[config.mk]
export PLATFORM = sky130hd
export DESIGN_NAME = rght_ctrl
export DESIGN_NICKNAME = d
export VERILOG_FILES = /design/src/rght_pkg.sv /design/src/rght_ctrl.sv
export SDC_FILE = /design/constraint.sdc
export NUM_CORES = 1
export LEC_CHECK = 0
export BUFFER_PORTS_ARGS = -buffer_cell sky130_fd_sc_hd__buf_4
export CORE_AREA = 4 4 41 43
export DETAILED_ROUTE_END_ITERATION = 12
export DIE_AREA = 0 0 45 47
export PLACE_DENSITY = 0.51
export SLEW_MARGIN = 40
export SYNTH_ARGS = -nofsm -noshare
export SYNTH_HDL_FRONTEND = slang
export SYNTH_SLANG_ARGS = --single-unit
[constraint.sdc]
create_clock -name clk -period 1.4 [get_ports clk]
set_input_delay 0.21 -clock clk [delete_from_list [all_inputs] [get_ports clk]]
set_output_delay 0.21 -clock clk [all_outputs]
set_load 0.02 [all_outputs]
[src/rght_pkg.sv]
// ----------------------------------------------------------------------------
// rght_pkg: types and constants for the generational handle table
// Shared item types, command and status codes, controller/datapath structs.
// ----------------------------------------------------------------------------
package rght_pkg;

  localparam int SLOT_COUNT = 64;
  localparam int SLOT_BITS = $clog2(SLOT_COUNT);
  localparam int GEN_BITS = 16;
  localparam int COUNT_BITS = 16;
  localparam logic [GEN_BITS-1:0] GEN_LIMIT = 16'hFFFF;
  localparam logic [COUNT_BITS-1:0] COUNT_MAX = {COUNT_BITS{1'b1}};

  typedef enum logic [2:0] {
    CMD_CREATE  = 3'd0,
    CMD_DERIVE  = 3'd1,
    CMD_RETAIN  = 3'd2,
    CMD_RELEASE = 3'd3,
    CMD_INSPECT = 3'd4
  } cmd_code_t;

  localparam logic [2:0] ST_OK            = 3'd0;
  localparam logic [2:0] ST_NONCANON      = 3'd1;
  localparam logic [2:0] ST_BADKEY        = 3'd2;
  localparam logic [2:0] ST_NOTLIVE       = 3'd3;
  localparam logic [2:0] ST_SATURATED     = 3'd4;
  localparam logic [2:0] ST_EXHAUSTED     = 3'd5;
  localparam logic [2:0] ST_NOTRESTRICTED = 3'd6;

  typedef struct packed {
    logic [2:0]  command;
    logic [5:0]  key_slot;
    logic [15:0] key_generation;
    logic [63:0] cap_effective;
    logic [63:0] cap_permitted;
    logic [63:0] cap_inheritable;
    logic [63:0] cap_bounding;
    logic [2:0]  integrity;
  } in_item_t;

  typedef struct packed {
    logic [2:0]  status;
    logic [5:0]  out_slot;
    logic [15:0] out_generation;
    logic        row_live;
    logic [15:0] row_references;
    logic [63:0] row_cap_effective;
    logic [63:0] row_cap_permitted;
    logic [63:0] row_cap_inheritable;
    logic [63:0] row_cap_bounding;
    logic [2:0]  row_integrity;
  } out_item_t;

  // controller -> datapath
  typedef struct packed {
    logic load;     // capture input word, start row read
    logic decide;   // evaluate checks on read row
    logic commit;   // write back and form result
  } rght_cmd_t;

  // datapath -> controller
  typedef struct packed {
    logic done;
  } rght_stat_t;

endpackage

[src/rght_ctrl.sv]
// ----------------------------------------------------------------------------
// rght_ctrl: sequencer for the handle table
// Steps load, decide and commit, then holds the result word for the receiver.
// ----------------------------------------------------------------------------
module rght_ctrl import rght_pkg::*; (
  input  logic       clk,
  input  logic       rst_n,
  input  logic       in_valid,
  output logic       in_stall,
  output logic       out_valid,
  input  logic       out_stall,
  output logic       cfg_ready,
  output rght_cmd_t  ctl,
  output rght_stat_t stat
);

  typedef enum logic [1:0] {S_IDLE, S_DECIDE, S_COMMIT, S_OUT} state_t;
  state_t state_r, state_nxt;
  logic   out_valid_r, out_valid_nxt;

  // accept a new word when idle, or when the held result leaves this cycle
  assign in_stall = !(state_r == S_IDLE || (state_r == S_OUT && !out_stall));
  assign out_valid = out_valid_r;
  assign cfg_ready = 1'b1;

  always_comb begin
    state_nxt     = state_r;
    out_valid_nxt = out_valid_r;
    ctl           = '0;
    unique case (state_r)
      S_IDLE: begin
        if (in_valid) begin
          ctl.load  = 1'b1;
          state_nxt = S_DECIDE;
        end
      end
      S_DECIDE: begin
        ctl.decide = 1'b1;
        state_nxt  = S_COMMIT;
      end
      S_COMMIT: begin
        ctl.commit    = 1'b1;
        out_valid_nxt = 1'b1;
        state_nxt     = S_OUT;
      end
      S_OUT: begin
        if (!out_stall) begin
          out_valid_nxt = 1'b0;
          if (in_valid) begin
            ctl.load  = 1'b1;
            state_nxt = S_DECIDE;
          end else begin
            state_nxt = S_IDLE;
          end
        end
      end
      default: state_nxt = S_IDLE;
    endcase
  end

  assign stat.done = out_valid_r;

  always_ff @(posedge clk) begin
    if (!rst_n) begin
      state_r     <= S_IDLE;
      out_valid_r <= 1'b0;
    end else begin
      state_r     <= state_nxt;
      out_valid_r <= out_valid_nxt;
    end
  end

  a_valid_state: assert property (@(posedge clk) disable iff (!rst_n)
    out_valid_r |-> state_r == S_OUT)
    else $error("result valid outside output state");
  a_commit_once: assert property (@(posedge clk) disable iff (!rst_n)
    ctl.commit |=> out_valid_r)
    else $error("commit without result");
  a_load_idle: assert property (@(posedge clk) disable iff (!rst_n)
    ctl.load |-> !in_stall)
    else $error("load while stalled");

endmodule

==> impl_metrics.xml <==
<?xml version="1.0" encoding="UTF-8"?>
<metrics>
  <group name="sta">
    <metric name="drv_slew" unit="">0</metric>
    <metric name="hold_viol_final" unit="">0</metric>
    <metric name="final.setup_skew" unit="ps">3.007</metric>
    <metric name="setup_tns" unit="ps">-48.50</metric>
    <metric name="final.setup.worst_slack" unit="ps">-32.93</metric>
    <metric name="rsz_0062_raised_after_global_routing" unit="">yes</metric>
    <metric name="layout_worst_path_cycle_share" unit="%">102.4</metric>
    <metric name="setup_viol" unit="">2</metric>
    <metric name="max_freq" unit="MHz">697.9</metric>
    <metric name="final.min_clock_period" unit="ps">1433</metric>
  </group>
  <group name="cts">
    <metric name="cts_tree" unit="">built</metric>
    <metric name="h-tree-depth" unit="">1</metric>
    <metric name="cts.hold.buffers_added" unit="">0</metric>
    <metric name="cts_root_buf" unit="">sky130_fd_sc_hd__clkbuf_4</metric>
    <metric name="cts_max_path_buffers" unit="">2</metric>
    <metric name="clock_sink_count" unit="">3</metric>
    <metric name="clkLatencyLatePin" unit="ps">230</metric>
    <metric name="clk_pin_slew" unit="ps">30</metric>
    <metric name="tritoncts_buffers" unit="">3</metric>
  </group>
  <group name="synthesis">
    <metric name="synth-seq-area-share" unit="%">21.43</metric>
    <metric name="synthesis.area_per_instance" unit="um2">8.758</metric>
    <metric name="synth_common_cells" unit="">6 x sky130_fd_sc_hd__ha_1, 4 x sky130_fd_sc_hd__inv_1, 3 x sky130_fd_sc_hd__dfxtp_1</metric>
    <metric name="syn_area" unit="um2">280.3</metric>
    <metric name="yosys_warnings" unit="">0</metric>
    <metric name="synth_enable_flop_cells" unit="">0</metric>
    <metric name="synth-main-ff-cell" unit="">sky130_fd_sc_hd__dfxtp_1</metric>
    <metric name="synth.distinct_cells" unit="">19</metric>
    <metric name="yosys-top-cells-area" unit="">sky130_fd_sc_hd__ha_1 27%, sky130_fd_sc_hd__dfxtp_1 21%, sky130_fd_sc_hd__buf_4 5.4%</metric>
    <metric name="synth_nets" unit="">42</metric>
    <metric name="synth_top_cell_by_area" unit="">sky130_fd_sc_hd__ha_1</metric>
    <metric name="async_flop_share" unit="%">0</metric>
    <metric name="syn_inst" unit="">32</metric>
    <metric name="post-synth-top-count-cell" unit="">sky130_fd_sc_hd__ha_1</metric>
    <metric name="synth_largest_type_area_fraction" unit="%">26.79</metric>
    <metric name="synth_seq_cells" unit="">3</metric>
  </group>
  <group name="place">
    <metric name="port-buffer-count" unit="">9</metric>
    <metric name="gpl.final_weighted_congestion" unit="">0.6129</metric>
    <metric name="dp_hpwl" unit="um">484</metric>
  </group>
  <group name="layout">
    <metric name="diodes" unit="">0</metric>
    <metric name="design.final.nets" unit="">57</metric>
    <metric name="area.growth.synth_to_final" unit="%">65.18</metric>
    <metric name="fin_util" unit="%">35.58</metric>
    <metric name="drive_above_1_share" unit="%">63.04</metric>
  </group>
  <group name="routing">
    <metric name="route.antenna.remaining_nets" unit="">0</metric>
    <metric name="remaining_drcs" unit="">0</metric>
    <metric name="drtIter0Drc" unit="">2</metric>
    <metric name="routed_via_density" unit="">4.393</metric>
    <metric name="drt_first_pass_iters" unit="">2</metric>
    <metric name="post_drt_wl_per_cell" unit="um">10.23</metric>
    <metric name="route.vias.total" unit="">268</metric>
    <metric name="finalWirelength" unit="um">624</metric>
  </group>
  <group name="setup_path">
    <metric name="critical_path_peak_fanout" unit="">4</metric>
    <metric name="timing.critical_path.to_type" unit="">primary output</metric>
    <metric name="critPathMaxStageDelay" unit="ps">380</metric>
    <metric name="worst_path_max_delay_cell" unit="">sky130_fd_sc_hd__dfxtp_4</metric>
    <metric name="critical_path_cell_sequence" unit="">ha_4 -&gt; nor2b_4 -&gt; nor2_2 -&gt; nor3b_2 -&gt; buf_4</metric>
    <metric name="critPathLaunchType" unit="">flop</metric>
    <metric name="worstPathRequired" unit="ps">1190</metric>
    <metric name="critical_path_arrival" unit="ps">1220</metric>
    <metric name="critical_path_class" unit="">reg -&gt; out</metric>
    <metric name="critical-path-top-delay-family" unit="">flip-flops</metric>
    <metric name="critPathBufInv" unit="">1</metric>
  </group>
  <group name="pwr">
    <metric name="power_leakage" unit="nW">0.2138</metric>
    <metric name="power_density" unit="mW/mm2">2364</metric>
    <metric name="max-vdd-ir-drop" unit="mV">0.7610</metric>
  </group>
  <group name="floorplan">
    <metric name="num_rows" unit="">13</metric>
    <metric name="die_width" unit="um">45</metric>
    <metric name="die_h" unit="um">47</metric>
    <metric name="starting_density_of_the_core" unit="%">21.54</metric>
    <metric name="core" unit="mm2">0.001301</metric>
    <metric name="die_area" unit="mm2">0.002115</metric>
    <metric name="io-pin-count" unit="">11</metric>
  </group>
  <group name="outcome">
    <metric name="outcome" unit="">complete, but fails checks</metric>
    <metric name="failed_checks" unit="">setup timing</metric>
  </group>
  <group name="global_routing">
    <metric name="grt_remaining_overflow" unit="">0</metric>
    <metric name="groute.usage.overall" unit="%">6.788</metric>
    <metric name="grt_first_pass_wirelength" unit="um">979</metric>
    <metric name="grt_pass1_vias" unit="">247</metric>
    <metric name="antenna_found_initial" unit="">0</metric>
    <metric name="grt_start_max_net_pins" unit="">5</metric>
  </group>
  <group name="min_path">
    <metric name="hp-class" unit="">in -&gt; reg</metric>
  </group>
  <group name="flow_run">
    <metric name="drv_cap" unit="">0</metric>
  </group>
</metrics>
-- power by group --
group	internal, W	switching [W]
clock network	0.000107	0.0000436
registers	0.000144	0.0000630
logic	0.000377	0.000361
-- per-stage QoR --
stage / cells / power, W / setup WS, ps / cell area, um2 / hold WS, ps
floorplan: 32 / 0.0005935 / 58.78 / 285.3 / 322.2
global placement: 57 / 0.0008036 / 82.40 / 379.1 / 446.1
detailed placement: 57 / 0.0008046 / 60.28 / 379.1 / 444.0
CTS: 61 / 0.001084 / -71.93 / 455.4 / 204.1
global route: 61 / 0.001186 / -118.5 / 462.9 / 201.8
finish: 61 / 0.001094 / -32.93 / 462.9 / 215.1
-- layout make-up --
class | count | area, um2
fillers | 144 | 838.3
repair buffers | 12 | 93.84
flip-flops and latches | 3 | 67.56
multi-input cells | 23 | 236.5
well taps | 15 | 18.77
clock buffers | 4 | 26.28
inverters | 4 | 20.02
-- registers in the layout, summed over array words and instances (netlist names) --
name       flops
out_valid      1
state_r        2
-- kinds of logic (layout without fill, tap and decap cells) --
family | count (synthesis) | in the layout | synth area share (%)
fa+ha+maj | 6 | 6 | 26.79
buf+inv | 6 | 20 | 10.71
other cells | 1 | 1 | 1.338
simple gates | 8 | 8 | 20.09
compound gates | 8 | 8 | 19.65
flops | 3 | 3 | 21.43
-- cell usage in the layout (no fill, tap or decap), drive strengths merged --
cell	n
nand2	1
dfxtp	3
nor3b	1
a21oi	2
or2	1
inv	4
ha	6
o311a	1
o21a	1
nor2	1
buf	12
o21ai	1
a311oi	1
conb	1
nand2b	1
clkbuf	4
a31oi	1
nor2b	2
and3	1
a211oi	1
-- metal layers --
metal  global-route usage, %  part of all wire [%]  wire length (um)
met1                   7.029                    42               263
met2                   10.17                    47               294
met3                   6.130                    11                66
met4                   1.754                     0                 0
met5                       0                     0                 0
-- timing repair --
item,CTS,global route
setup endpoints to repair,2,2
buffers inserted,0,0
gates resized for setup,16,2
pin swaps,1,2
-- worst paths after layout --
check	from	to	slack, ps	depth (start not counted)
worst max-delay path	state_r[1]$_SDFFE_PN0P_	ctl[2]	-30	5
worst min-delay path	rst_n	state_r[1]$_SDFFE_PN0P_	220	2
worst max register to register	state_r[0]$_SDFFE_PN0P_	state_r[1]$_SDFFE_PN0P_	120	5
worst min register to register	out_valid$_SDFFE_PN0P_	out_valid$_SDFFE_PN0P_	540	1
Power figures use the tool's default switching activity.
